### src/design/sprite_batch_texture_slot_binder_unit_assert.svh
// Assertion macros shared by the sprite batch texture slot binder RTL.
// Included by the modules that carry concurrent assertions; needs nothing else.
`ifndef SPRITE_BATCH_TEXTURE_SLOT_BINDER_UNIT_ASSERT_SVH
`define SPRITE_BATCH_TEXTURE_SLOT_BINDER_UNIT_ASSERT_SVH

// Consequent must hold in the same cycle as the antecedent.
`define SBTSB_ASSERT_NOW(label, clk, rst_n, ante, cons, msg) \
  label: assert property (@(posedge clk) disable iff (!(rst_n)) (ante) |-> (cons)) \
    else $error(msg);

// Consequent must hold in the cycle after the antecedent.
`define SBTSB_ASSERT_NEXT(label, clk, rst_n, ante, cons, msg) \
  label: assert property (@(posedge clk) disable iff (!(rst_n)) (ante) |=> (cons)) \
    else $error(msg);

`endif

### src/design/sbtsb_pkg.sv
// Package of the sprite batch texture slot binder: item types, codes and defaults.
// Used by every module of the block but sbtsb_ram; depends on nothing.
package sbtsb_pkg;

  localparam int unsigned MAX_QUADS = 8192;
  localparam int unsigned MAX_SLOTS = 32;

  localparam logic [31:0] CNT_MAX = 32'hFFFF_FFFF;

  localparam logic KIND_QUAD  = 1'b0;
  localparam logic KIND_FLUSH = 1'b1;

  // Register index taken from paddr bit 2.
  localparam logic REG_WHITE = 1'b0;

  typedef enum logic [2:0] {
    FUNC_BEGIN   = 3'd0,
    FUNC_UNTEX   = 3'd1,
    FUNC_TEX     = 3'd2,
    FUNC_END     = 3'd3,
    FUNC_CLR_STS = 3'd4
  } func_e;

  typedef enum logic [2:0] {
    ST_IDLE,
    ST_END_FLUSH,
    ST_QUAD_FLUSH,
    ST_SEARCH,
    ST_SLOT_FLUSH,
    ST_PLACE
  } state_e;

  typedef struct packed {
    logic [2:0]  func;
    logic [31:0] texture_handle;
  } in_item_t;

  typedef struct packed {
    logic        kind;
    logic [4:0]  slot;
    logic [12:0] quad_position;
    logic [13:0] batch_quads;
    logic [5:0]  batch_slots;
    logic [31:0] draw_calls;
    logic [31:0] quads_total;
    logic        last;
  } out_item_t;

  typedef struct packed {
    logic      push;
    out_item_t item;
  } res_t;

endpackage

### src/design/sbtsb_ram.sv
// Generic single-write, single-read synchronous RAM with a registered read port.
// Stand-alone; no package dependency.
module sbtsb_ram #(
  parameter int unsigned Width = 32,
  parameter int unsigned Depth = 32
) (
  input  logic                     clk_i,
  input  logic                     we_i,
  input  logic [$clog2(Depth)-1:0] waddr_i,
  input  logic [Width-1:0]         wdata_i,
  input  logic                     re_i,
  input  logic [$clog2(Depth)-1:0] raddr_i,
  output logic [Width-1:0]         rdata_o
);

  logic [Width-1:0] mem_q [Depth];
  logic [Width-1:0] rdata_q;

  always_ff @(posedge clk_i) begin
    if (we_i) begin
      mem_q[waddr_i] <= wdata_i;
    end
    if (re_i) begin
      rdata_q <= mem_q[raddr_i];
    end
  end

  assign rdata_o = rdata_q;

endmodule

### src/design/sbtsb_apb.sv
// Configuration register file of the slot binder behind an APB-style port.
// Depends on sbtsb_pkg for the register index code.
module sbtsb_apb (
  input  logic        clk_i,
  input  logic        rst_ni,
  input  logic        psel,
  input  logic        penable,
  input  logic        pwrite,
  input  logic [2:0]  paddr,
  input  logic [31:0] pwdata,
  output logic [31:0] prdata,
  output logic        pready,
  output logic [31:0] white_o
);

  logic [31:0] white_q;
  logic [31:0] white_d;
  logic        wr_en;

  assign pready = 1'b1;
  assign wr_en  = psel && penable && pwrite && pready;

  always_comb begin
    white_d = white_q;
    if (wr_en && (paddr[2] == sbtsb_pkg::REG_WHITE)) begin
      white_d = pwdata;
    end
  end

  always_ff @(posedge clk_i or negedge rst_ni) begin
    if (!rst_ni) begin
      white_q <= '0;
    end else begin
      white_q <= white_d;
    end
  end

  assign prdata  = (paddr[2] == sbtsb_pkg::REG_WHITE) ? white_q : '0;
  assign white_o = white_q;

endmodule

### src/design/sbtsb_out.sv
// Output register of the slot binder that holds one result item for the receiver.
// Depends on sbtsb_pkg for the result types.
module sbtsb_out (
  input  logic                  clk_i,
  input  logic                  rst_ni,
  input  sbtsb_pkg::res_t       res_i,
  output logic                  free_o,
  output logic                  out_valid_o,
  input  logic                  out_stall_i,
  output sbtsb_pkg::out_item_t  out_item_o
);

  logic                 valid_q;
  logic                 valid_d;
  sbtsb_pkg::out_item_t item_q;

  assign free_o = !valid_q || !out_stall_i;

  always_comb begin
    valid_d = valid_q;
    if (res_i.push) begin
      valid_d = 1'b1;
    end else if (valid_q && !out_stall_i) begin
      valid_d = 1'b0;
    end
  end

  always_ff @(posedge clk_i or negedge rst_ni) begin
    if (!rst_ni) begin
      valid_q <= 1'b0;
    end else begin
      valid_q <= valid_d;
    end
  end

  always_ff @(posedge clk_i) begin
    if (res_i.push) begin
      item_q <= res_i.item;
    end
  end

  assign out_valid_o = valid_q;
  assign out_item_o  = item_q;

endmodule

### src/design/sbtsb_ctrl.sv
// Batch control of the slot binder: command decode, slot table scan and counters.
// Depends on sbtsb_pkg, sbtsb_ram and the assertion macro header.
`include "sprite_batch_texture_slot_binder_unit_assert.svh"

module sbtsb_ctrl #(
  parameter int unsigned MaxQuads = sbtsb_pkg::MAX_QUADS,
  parameter int unsigned MaxSlots = sbtsb_pkg::MAX_SLOTS
) (
  input  logic                 clk_i,
  input  logic                 rst_ni,
  input  logic                 in_valid_i,
  output logic                 in_stall_o,
  input  sbtsb_pkg::in_item_t  in_item_i,
  input  logic [31:0]          white_i,
  input  logic                 out_free_i,
  output sbtsb_pkg::res_t      res_o
);

  localparam int unsigned AW = $clog2(MaxSlots);
  localparam int unsigned SW = $clog2(MaxSlots + 1);
  localparam int unsigned QW = $clog2(MaxQuads + 1);

  sbtsb_pkg::state_e state_q, state_d;

  logic          tex_q, tex_d;
  logic [31:0]   handle_q, handle_d;
  logic [AW-1:0] slot_q, slot_d;
  logic          append_q, append_d;
  logic [SW-1:0] issue_q, issue_d;
  logic          rd_vld_q, rd_vld_d;
  logic [AW-1:0] rd_idx_q, rd_idx_d;
  logic [SW-1:0] slots_used_q, slots_used_d;
  logic [QW-1:0] quad_count_q, quad_count_d;
  logic [31:0]   flush_cnt_q, flush_cnt_d;
  logic [31:0]   quad_cnt_q, quad_cnt_d;

  logic          ram_we;
  logic [AW-1:0] ram_waddr;
  logic          ram_re;
  logic [AW-1:0] ram_raddr;
  logic [31:0]   ram_rdata;

  logic accept, qfull, white_hit, tbl_hit, can_issue, slots_full, batch_empty;
  logic [31:0] flush_inc, quad_inc;
  sbtsb_pkg::out_item_t flush_item, quad_item;

  sbtsb_ram #(
    .Width(32),
    .Depth(MaxSlots)
  ) u_slot_ram (
    .clk_i  (clk_i),
    .we_i   (ram_we),
    .waddr_i(ram_waddr),
    .wdata_i(handle_q),
    .re_i   (ram_re),
    .raddr_i(ram_raddr),
    .rdata_o(ram_rdata)
  );

  assign in_stall_o  = (state_q != sbtsb_pkg::ST_IDLE);
  assign accept      = in_valid_i && !in_stall_o;
  assign qfull       = (quad_count_q >= QW'(MaxQuads));
  assign white_hit   = (handle_q == white_i);
  assign tbl_hit     = rd_vld_q && (ram_rdata == handle_q);
  assign can_issue   = (issue_q < slots_used_q);
  assign slots_full  = (slots_used_q >= SW'(MaxSlots));
  assign batch_empty = (quad_count_q == '0);
  assign flush_inc   = (flush_cnt_q == sbtsb_pkg::CNT_MAX) ? flush_cnt_q : flush_cnt_q + 32'd1;
  assign quad_inc    = (quad_cnt_q == sbtsb_pkg::CNT_MAX) ? quad_cnt_q : quad_cnt_q + 32'd1;

  always_comb begin
    flush_item               = '0;
    flush_item.kind          = sbtsb_pkg::KIND_FLUSH;
    flush_item.batch_quads   = 14'(quad_count_q);
    flush_item.batch_slots   = 6'(slots_used_q);
    flush_item.draw_calls    = flush_inc;
    flush_item.quads_total   = quad_cnt_q;
    quad_item                = '0;
    quad_item.kind           = sbtsb_pkg::KIND_QUAD;
    quad_item.slot           = 5'(slot_q);
    quad_item.quad_position  = 13'(quad_count_q);
    quad_item.draw_calls     = flush_cnt_q;
    quad_item.quads_total    = quad_inc;
    quad_item.last           = 1'b1;
  end

  always_comb begin
    state_d = state_q;
    unique case (state_q)
      sbtsb_pkg::ST_IDLE: begin
        if (accept) begin
          unique case (in_item_i.func)
            sbtsb_pkg::FUNC_END: begin
              if (!batch_empty) begin
                state_d = sbtsb_pkg::ST_END_FLUSH;
              end
            end
            sbtsb_pkg::FUNC_UNTEX, sbtsb_pkg::FUNC_TEX: begin
              if (qfull) begin
                state_d = sbtsb_pkg::ST_QUAD_FLUSH;
              end else if (in_item_i.func == sbtsb_pkg::FUNC_TEX) begin
                state_d = sbtsb_pkg::ST_SEARCH;
              end else begin
                state_d = sbtsb_pkg::ST_PLACE;
              end
            end
            default: state_d = sbtsb_pkg::ST_IDLE;
          endcase
        end
      end
      sbtsb_pkg::ST_END_FLUSH: begin
        if (out_free_i) begin
          state_d = sbtsb_pkg::ST_IDLE;
        end
      end
      sbtsb_pkg::ST_QUAD_FLUSH: begin
        if (out_free_i) begin
          state_d = tex_q ? sbtsb_pkg::ST_SEARCH : sbtsb_pkg::ST_PLACE;
        end
      end
      sbtsb_pkg::ST_SEARCH: begin
        priority if (white_hit || tbl_hit) begin
          state_d = sbtsb_pkg::ST_PLACE;
        end else if (can_issue || rd_vld_q) begin
          state_d = sbtsb_pkg::ST_SEARCH;
        end else if (slots_full) begin
          state_d = sbtsb_pkg::ST_SLOT_FLUSH;
        end else begin
          state_d = sbtsb_pkg::ST_PLACE;
        end
      end
      sbtsb_pkg::ST_SLOT_FLUSH: begin
        if (batch_empty || out_free_i) begin
          state_d = sbtsb_pkg::ST_PLACE;
        end
      end
      sbtsb_pkg::ST_PLACE: begin
        if (out_free_i) begin
          state_d = sbtsb_pkg::ST_IDLE;
        end
      end
      default: state_d = sbtsb_pkg::ST_IDLE;
    endcase
  end

  always_comb begin
    tex_d        = tex_q;
    handle_d     = handle_q;
    slot_d       = slot_q;
    append_d     = append_q;
    issue_d      = issue_q;
    rd_vld_d     = rd_vld_q;
    rd_idx_d     = rd_idx_q;
    slots_used_d = slots_used_q;
    quad_count_d = quad_count_q;
    flush_cnt_d  = flush_cnt_q;
    quad_cnt_d   = quad_cnt_q;
    ram_we       = 1'b0;
    ram_waddr    = slot_q;
    ram_re       = 1'b0;
    ram_raddr    = issue_q[AW-1:0];
    res_o        = '0;

    unique case (state_q)
      sbtsb_pkg::ST_IDLE: begin
        if (accept) begin
          tex_d    = (in_item_i.func == sbtsb_pkg::FUNC_TEX);
          handle_d = in_item_i.texture_handle;
          slot_d   = '0;
          append_d = 1'b0;
          issue_d  = SW'(1);
          rd_vld_d = 1'b0;
          unique case (in_item_i.func)
            sbtsb_pkg::FUNC_BEGIN: begin
              slots_used_d = SW'(1);
              quad_count_d = '0;
            end
            sbtsb_pkg::FUNC_CLR_STS: begin
              flush_cnt_d = '0;
              quad_cnt_d  = '0;
            end
            default: begin
            end
          endcase
        end
      end
      sbtsb_pkg::ST_END_FLUSH: begin
        if (out_free_i) begin
          res_o.push      = 1'b1;
          res_o.item      = flush_item;
          res_o.item.last = 1'b1;
          flush_cnt_d     = flush_inc;
        end
      end
      sbtsb_pkg::ST_QUAD_FLUSH: begin
        if (out_free_i) begin
          res_o.push   = 1'b1;
          res_o.item   = flush_item;
          flush_cnt_d  = flush_inc;
          slots_used_d = SW'(1);
          quad_count_d = '0;
        end
      end
      sbtsb_pkg::ST_SEARCH: begin
        priority if (white_hit) begin
          slot_d   = '0;
          rd_vld_d = 1'b0;
        end else if (tbl_hit) begin
          slot_d   = rd_idx_q;
          rd_vld_d = 1'b0;
        end else if (can_issue) begin
          ram_re   = 1'b1;
          rd_idx_d = issue_q[AW-1:0];
          rd_vld_d = 1'b1;
          issue_d  = issue_q + SW'(1);
        end else if (rd_vld_q) begin
          rd_vld_d = 1'b0;
        end else begin
          append_d = 1'b1;
          slot_d   = slots_full ? AW'(1) : slots_used_q[AW-1:0];
        end
      end
      sbtsb_pkg::ST_SLOT_FLUSH: begin
        if (!batch_empty && out_free_i) begin
          res_o.push  = 1'b1;
          res_o.item  = flush_item;
          flush_cnt_d = flush_inc;
        end
        if (batch_empty || out_free_i) begin
          slots_used_d = SW'(1);
          quad_count_d = '0;
        end
      end
      sbtsb_pkg::ST_PLACE: begin
        if (out_free_i) begin
          res_o.push   = 1'b1;
          res_o.item   = quad_item;
          quad_count_d = quad_count_q + QW'(1);
          quad_cnt_d   = quad_inc;
          if (append_q) begin
            ram_we       = 1'b1;
            slots_used_d = slots_used_q + SW'(1);
          end
        end
      end
      default: begin
      end
    endcase
  end

  always_ff @(posedge clk_i or negedge rst_ni) begin
    if (!rst_ni) begin
      state_q      <= sbtsb_pkg::ST_IDLE;
      rd_vld_q     <= 1'b0;
      slots_used_q <= SW'(1);
      quad_count_q <= '0;
      flush_cnt_q  <= '0;
      quad_cnt_q   <= '0;
    end else begin
      state_q      <= state_d;
      rd_vld_q     <= rd_vld_d;
      slots_used_q <= slots_used_d;
      quad_count_q <= quad_count_d;
      flush_cnt_q  <= flush_cnt_d;
      quad_cnt_q   <= quad_cnt_d;
    end
  end

  always_ff @(posedge clk_i) begin
    tex_q    <= tex_d;
    handle_q <= handle_d;
    slot_q   <= slot_d;
    append_q <= append_d;
    issue_q  <= issue_d;
    rd_idx_q <= rd_idx_d;
  end

  `SBTSB_ASSERT_NOW(a_slots_range, clk_i, rst_ni, 1'b1,
    (slots_used_q != '0) && (slots_used_q <= SW'(MaxSlots)), "slot count out of range")
  `SBTSB_ASSERT_NOW(a_push_free, clk_i, rst_ni, res_o.push, out_free_i,
    "result pushed into a busy output register")
  `SBTSB_ASSERT_NOW(a_quad_pos, clk_i, rst_ni,
    res_o.push && (res_o.item.kind == sbtsb_pkg::KIND_QUAD),
    quad_count_q < QW'(MaxQuads), "quad placed in a full batch")
  `SBTSB_ASSERT_NEXT(a_append_grows, clk_i, rst_ni,
    (state_q == sbtsb_pkg::ST_PLACE) && out_free_i && append_q,
    slots_used_q == $past(slots_used_q) + SW'(1), "appended slot not counted")

endmodule

### src/design/sprite_batch_texture_slot_binder_unit.sv
// Top level of the sprite batch texture slot binder.
// Depends on sbtsb_pkg, sbtsb_apb, sbtsb_out and sbtsb_ctrl.
//
// Usage: commands enter on the in channel (in_valid_i, in_stall_o, in_item_i)
// and results leave on the out channel (out_valid_o, out_stall_i, out_item_o);
// an item moves when valid is high and stall is low. Each command yields zero,
// one or two result items; the last one carries last = 1.
// The user is to write the white texture handle over the APB-style port only
// while idle; the block does not enforce it. One command is worked on at a
// time. Begin scene, clear statistics and end scene on an empty batch are done
// in the idle state. An untextured quad goes to the place state, which pushes
// its result into the output register. A textured quad scans the slot table
// memory one entry per cycle, set by the single read port of that memory, over
// the slots in use up to a match. Each flush result is pushed by a flush state.
// Reset empties the batch (slot zero only), clears the draw-call and quad
// counters and the white handle; the slot table needs no clearing.
// A stalled receiver holds the result in the output register; the block
// still takes the next command and waits only when it has a new result ready.
module sprite_batch_texture_slot_binder_unit #(
  parameter int unsigned MaxQuads = sbtsb_pkg::MAX_QUADS,
  parameter int unsigned MaxSlots = sbtsb_pkg::MAX_SLOTS
) (
  input  logic                  clk_i,
  input  logic                  rst_ni,
  input  logic                  in_valid_i,
  output logic                  in_stall_o,
  input  sbtsb_pkg::in_item_t   in_item_i,
  output logic                  out_valid_o,
  input  logic                  out_stall_i,
  output sbtsb_pkg::out_item_t  out_item_o,
  input  logic                  psel,
  input  logic                  penable,
  input  logic                  pwrite,
  input  logic [2:0]            paddr,
  input  logic [31:0]           pwdata,
  output logic [31:0]           prdata,
  output logic                  pready
);

  logic [31:0]     white;
  logic            out_free;
  sbtsb_pkg::res_t res;

  sbtsb_apb u_apb (
    .clk_i  (clk_i),
    .rst_ni (rst_ni),
    .psel   (psel),
    .penable(penable),
    .pwrite (pwrite),
    .paddr  (paddr),
    .pwdata (pwdata),
    .prdata (prdata),
    .pready (pready),
    .white_o(white)
  );

  sbtsb_ctrl #(
    .MaxQuads(MaxQuads),
    .MaxSlots(MaxSlots)
  ) u_ctrl (
    .clk_i     (clk_i),
    .rst_ni    (rst_ni),
    .in_valid_i(in_valid_i),
    .in_stall_o(in_stall_o),
    .in_item_i (in_item_i),
    .white_i   (white),
    .out_free_i(out_free),
    .res_o     (res)
  );

  sbtsb_out u_out (
    .clk_i      (clk_i),
    .rst_ni     (rst_ni),
    .res_i      (res),
    .free_o     (out_free),
    .out_valid_o(out_valid_o),
    .out_stall_i(out_stall_i),
    .out_item_o (out_item_o)
  );

endmodule
### config.mk
export PLATFORM = sky130hd
export DESIGN_NAME = sprite_batch_texture_slot_binder_unit
export DESIGN_NICKNAME = d
export VERILOG_FILES = /design/src/design/sbtsb_pkg.sv /design/src/design/sbtsb_ram.sv /design/src/design/sbtsb_apb.sv /design/src/design/sbtsb_out.sv /design/src/design/sbtsb_ctrl.sv /design/src/design/sprite_batch_texture_slot_binder_unit.sv
export VERILOG_INCLUDE_DIRS = /design/src /design/src/design
export SDC_FILE = /design/constraint.sdc
export NUM_CORES = 2
export LEC_CHECK = 0
export ABC_AREA = 1
export BUFFER_PORTS_ARGS = -buffer_cell sky130_fd_sc_hd__buf_2
export CAP_MARGIN = 25
export CORE_AREA = 2 2 353 355
export DETAILED_ROUTE_END_ITERATION = 10
export DIE_AREA = 0 0 355 357
export PLACE_DENSITY = 0.72
export SYNTH_ARGS = -nofsm -noshare
export SYNTH_HDL_FRONTEND = slang
export SYNTH_SLANG_ARGS = --single-unit
export TNS_END_PERCENT = 100
### constraint.sdc
create_clock -name clk_i -period 5.7 [get_ports clk_i]
set_clock_uncertainty 0.15 [all_clocks]
set_input_delay 0.285 -clock clk_i [delete_from_list [all_inputs] [get_ports clk_i]]
set_output_delay 0.285 -clock clk_i [all_outputs]
set_load 0.05 [all_outputs]
Yosys cells after proc, flatten, opt, wreduce, memory -nomap -nowiden
Memories as Yosys holds them, arrays and structs flattened. A register that Yosys moved wholly into a read port is not among the register bits.
Index checks and enable logic that the tools add are counted.

operators by class
  add/subtract/negate cells = 5
  order comparisons = 3
  eq/ne operators = 31
  muxes and demuxes = 71
  bitwise operators = 3
  reductions and logical operators = 38

operators by type and width
  operator                 count
  $mux W105                4
  $pmux W105 S4            1
  $mux W32                 8
  $pmux W32 S3             1
  $mux W14                 5
  $add A32 B1 Y32 const B  2
  $eq A32 B32 Y1           2
  $eq A32 B32 Y1 const B   2
  $pmux W32 S2             1
  $mux W6                  10
  $pmux W14 S4             1
  $mux W3                  10
  $mux W5                  6
  $pmux W6 S4              1
  $ne A2 B1 Y1 const B     9
  $mux W1                  17
  $pmux W3 S5              1
  $reduce_and A5 Y1        3
  $add A14 B1 Y14 const B  1
  $ge A14 B14 Y1 const B   1
  $logic_not A14 Y1        1
  $add A6 B1 Y6 const B    2
  $eq A3 B2 Y1 const B     4
  $ne A2 B2 Y1 const B     6
  24 further kinds         52

storage, ports and cells
  flip-flop bits (word level) = 275
  bits in writable memories = 1024
  input bits = 77
  word-level logic and storage cells = 174
  memories kept = 1

memory list
  memory                   depth  width  read ports  clocked after Yosys merged registers in  wr ports  RTL line         RTL
  u_ctrl.u_slot_ram.mem_q  32     32     1           1                                        1         sbtsb_ram.sv:16  logic [Width-1:0] mem_q [Depth];

Longest topological paths before layout
  depth after elaboration = 7
  mapped depth = 13
  depth with buffers taken out = 13

Modules after synthesis
Synthesis repeated with hierarchy kept, for this count alone.

unflattened totals
  cells, all modules = 5183
  area, all modules = 57012.2 µm²

by module, submodules not included
  module      times used  cells an instance  area an instance (µm²)
  sbtsb_ram   1           3536               42726.0
  sbtsb_ctrl  1           1327               9535.4
  sbtsb_out   1           108                3164.3
  sbtsb_apb   1           212                1586.5

Least setup slack after synthesis
Ideal clock, no wire load.

  path type = register -> register
  from = register u_out.valid_q, in the netlist u_out.out_valid_o
  to = memory u_ctrl.u_slot_ram.mem_q[28][0] (enable)
  arrival time = 3.740 ns
  data required time = 5.089 ns
  setup slack = 1.348 ns
  cell stages (with the launch flop) = 8
  buffers on the path = 0
  period minus slack after synthesis = 4.352 ns
  path through = dfrtp_1 -> nand2_1 -> inv_1 -> nor2_1 -> inv_1 -> nor2_4 -> clkinv_1 -> nor3_1

between the ends
  word-level cells in the longest chain between the ends = 6

ends and longest elaborated chain
  item                           RTL line           RTL
  from (decl)                    sbtsb_out.sv:13    logic valid_q;
  from (signal assigned)         sbtsb_out.sv:32    valid_q <= valid_d;
  $logic_not A1 Y1               sbtsb_out.sv:17    assign free_o = !valid_q || !out_stall_i;
  $logic_or A1 B1 Y1             sbtsb_out.sv:17
  $mux W1                        sbtsb_ctrl.sv:235  if (out_free_i) begin
  $mux W1                        sbtsb_ctrl.sv:164  unique case (state_q)
  $mux W1                        sbtsb_ram.sv:20    if (we_i) begin
  $mux W1 (not written as such)  sbtsb_ram.sv:21    mem_q[waddr_i] <= wdata_i;
  to (decl)                      sbtsb_ram.sv:16

No other way between the ends.

Final worst setup path
  from = register u_ctrl.state_q[1]
  to = memory u_ctrl.u_slot_ram.mem_q[14][16] (enable)

between the ends
  word-level cells in the longest chain between the ends = 4

ends and longest elaborated chain
  item                           RTL line           RTL
  from (decl)                    sbtsb_ctrl.sv:23   sbtsb_pkg::state_e state_q, state_d;
  from (signal assigned)         sbtsb_ctrl.sv:253  state_q <= sbtsb_pkg::ST_IDLE;
  from (signal assigned)         sbtsb_ctrl.sv:260  state_q <= state_d;
  $eq A3 B3 Y1                   sbtsb_ctrl.sv:164
  $mux W1                        sbtsb_ctrl.sv:164
  $mux W1                        sbtsb_ram.sv:20
  $mux W1 (not written as such)  sbtsb_ram.sv:21

No other way between the ends.

==> results.txt <==
Status: completed
Syn Nets: 4761
Final min period: 4.60 ns
Largest net degree at the start of global routing: 212
Fin crit share: 80.7%
CTS H-tree lvls: 4
HP Class: in2reg
Max IR drop VDD: 0.000464 V
Postcts setup bufs: 0
CP Capture Type: register
Reg area: 39400 um^2
Clk buf depth: 3
Die Ht: 357 um
# IOs: 216
Port bufs: 212
Worst Path Required: 5.98 ns
Inserted Diodes: 0
Post-DP HPWL: 82100 um
Core ar.: 123000 um^2
Achievable Freq: 217 MHz
Syn-to-layout area delta: 15.1%
Main synth FF type: edfxtp_1
GRT Total Usage: 23.2%
Clock Tree Root: clkbuf_16
Hold Path Depth: 2
Async S/R FF share, synth: 9.09%
Die Area: 127000 um^2
CTS buffer count: 131
# rows: 129
Max-Cap Viols: 0
Slew @ Worst Pin: 1.16 ns
Final ANT Viol Nets: 0
Finish-stage setup viols: 0
Hold Startpoint: in_item_i[25]
Number of vias in the routed layout: 38400
Multi-input gate area: 13900 um^2
Crit Path Class: reg2reg
Worst Hold End: u_ctrl.handle_q[25]$_DFFE_PP_
Leak: 22.1 nW
Total Routed Length: 151000 um
Vias per cell: 5.75
Drt first pass iters: 7
Synth cell types: 47
Worst-path clk slew: 0.07 ns
Fin nets: 5028
Number of synthesized flops with an enable pin: 1210
Reg2reg setup slack: 1.10 ns
Yosys reg bits: 1331
RR Endpoint: u_ctrl.u_slot_ram.mem_q[14][16]$_DFFE_PP_
R2R cell count: 8
Seq/Total Area, Yosys: 71.7%
Layout cells sized above 1: 11.3%
Residual DRC: 0
RR Startpoint: u_ctrl.state_q[1]$_DFFE_PN0P_
Number of clock sinks: 1331
Ys Warns: 0
Mean Syn Cell Area: 11.8 um^2
Worst skew pair latency: 0.78 ns
Netlist Area Pre-Place: 54900 um^2
Final-report hold violation count: 0
Crit path launch: u_ctrl.state_q[1]$_DFFE_PN0P_
First-pass GRT wire length: 222000 um
Drt initial violations: 5606
Routed wire per std cell: 22.6 um
CTS Hold Bufs: 72
Critical Path AT: 4.88 ns
PwrDens: 400 nW/um^2
Fin util: 51.4%
Initial antenna violation count: 0
Worst Path Max Fanout: 20
Max transition margin: 22.2%
GRT overflow: 0
Slew Viols, Final: 0
Number of global-route vias before repair: 36000
PostCTS Resize Cnt: 0
RSZ-0062 raised after global routing: no
TritonCTS clock tree: done
Fillers: 10300
Fin Setup TNS: 0 ns
Initial Utilization: 44.6%
Final GP Congestion: 0.914
Die width: 355 um
Post-Syn Instances: 4672
CP startpoint kind: register
[placed cells by master (no fill, tap or decap), types with 6 or more instances in the layout]
master and count:
o21ai_1 37, inv_1 222, inv_2 8, o22ai_1 158, nor3_1 69, dlygate4sd3_1 73
nor2_4 28, clkinv_2 18, a21oi_1 45, o21ai_0 581, o211ai_1 99, dfrtp_1 120
ha_1 12, bufinv_16 10, buf_2 211, nor2_1 761, o221ai_1 40, clkinv_8 6
nor3_2 12, edfxtp_1 1210, nand4_1 62, clkbuf_16 133, xor2_1 47, nand3_1 136
clkinv_1 23, nand2_1 693, buf_12 7, clkbuf_1 30, xnor2_1 34, buf_4 91
[worst max-delay path by stage]
stage | slack [ns] | depth (start not counted) | end
after floorplan | 1.35 | 7 | u_ctrl.u_slot_ram.mem_q[28][0]$_DFFE_PP_
after detailed placement | 1.19 | 8 | u_ctrl.u_slot_ram.mem_q[14][2]$_DFFE_PP_
final | 1.10 | 8 | u_ctrl.u_slot_ram.mem_q[14][16]$_DFFE_PP_
after global routing | 0.92 | 9 | u_ctrl.u_slot_ram.mem_q[14][20]$_DFFE_PP_
after global placement | 1.32 | 9 | u_ctrl.u_slot_ram.mem_q[15][7]$_DFFE_PP_
after CTS | 1.16 | 8 | u_ctrl.u_slot_ram.mem_q[14][20]$_DFFE_PP_
[critical path: stages (launching register included)]
cell and delay, ns:
dfrtp_1 0.46, nor2_2 0.21, nand2_1 0.34, nor2_4 0.19, inv_1 0.34, nor2_4 0.32, nand3_1 0.64, nor2_4 1.11
buf_4 0.45
[where the power goes]
group,internal (W),switching [W]
sequential,0.0116,0.000285
clock,0.00483,0.00375
combinational,0.00104,0.00376
[kinds of logic (layout without fill, tap and decap cells)]
group                    after synthesis  after routing  share of synthesized area [%]
AND/OR/NAND/NOR                     1783           1783                           13.2
flip-flops                          1331           1331                           71.7
AO/OA/AOI/OAI                        971            971                           9.99
buffers and inverters                493            860                           3.51
XOR/XNOR                              81             81                           1.29
adder cells (fa/ha/maj)               12             12                          0.273
other                                  1              1                        0.00683
[registers in the layout (all words and copies together) (netlist names), 6 cells and up]
register,cells
u_ctrl.slots_used_q,6
u_ctrl.handle_q,32
u_out.out_item_o,104
u_ctrl.u_slot_ram.mem_q,1024
u_apb.white_o,32
u_ctrl.quad_count_q,14
u_ctrl.flush_cnt_q,32
u_ctrl.issue_q,6
u_ctrl.quad_cnt_q,32
u_ctrl.u_slot_ram.rdata_o,32
[stage by stage]
| step | hold slack [ns] | total power [W] | worst slack [ns] | cell area, um^2 | std cells |
|---|---|---|---|---|---|
| floorplan | -0.161 | 0.0152 | 1.35 | 54900 | 4672 |
| finish | 0.0628 | 0.0252 | 1.10 | 63200 | 6676 |
| detailed placement | 0.313 | 0.0167 | 1.19 | 58100 | 6364 |
| CTS | 0.0257 | 0.0252 | 1.16 | 63000 | 6669 |
| global route | 0.0636 | 0.0261 | 0.921 | 63200 | 6676 |
| global placement | 0.312 | 0.0167 | 1.32 | 58000 | 6361 |
[routing by layer]
layer	vias to the layer above	wire length [um]	global-route usage [%]	share of wire (%)
li1	17200	-	-	-
met1	18600	58700	32.0	39
met2	2235	69600	36.3	46
met3	378	16400	4.12	11
met4	0	5920	10.2	3.9
met5	-	0	0	0
[cell type report]
cell class                      instances  area share [%]
Sequential cell                      1331            62.3
Multi-Input combinational cell       2848            21.9
Clock buffer                          166            5.51
Timing Repair Buffer                  390            4.41
Tap cell                             1637            3.24
Inverter                              237            1.44
Clock inverter                         67            1.21
[cell usage after synthesis (2+ instances only)]
cell	instances	area share, %
a21o_1	2	0.027
a21oi_1	45	0.41
a31oi_1	2	0.023
buf_1	19	0.13
buf_2	44	0.40
buf_4	3	0.041
clkbuf_1	187	1.3
clkbuf_2	2	0.018
clkinv_1	5	0.034
dfrtp_1	120	5.5
edfxtp_1	1210	66
ha_1	12	0.27
inv_1	228	1.6
inv_2	4	0.027
nand2_1	693	4.7
nand3_1	136	1.2
nand3_2	2	0.036
nand3b_1	2	0.027
nand4_1	62	0.71
nor2_1	786	5.4
nor2_2	5	0.057
nor2_4	3	0.062
nor3_1	77	0.70
nor3_2	4	0.073
nor3_4	2	0.059
nor3b_1	2	0.027
nor4_1	2	0.023
o211ai_1	99	1.4
o21ai_0	581	5.3
o21ai_1	37	0.34
o221ai_1	40	0.64
o22ai_1	158	1.8
or2_2	5	0.057
xnor2_1	34	0.54
xor2_1	47	0.75
(Power assumes the default switching activity.)
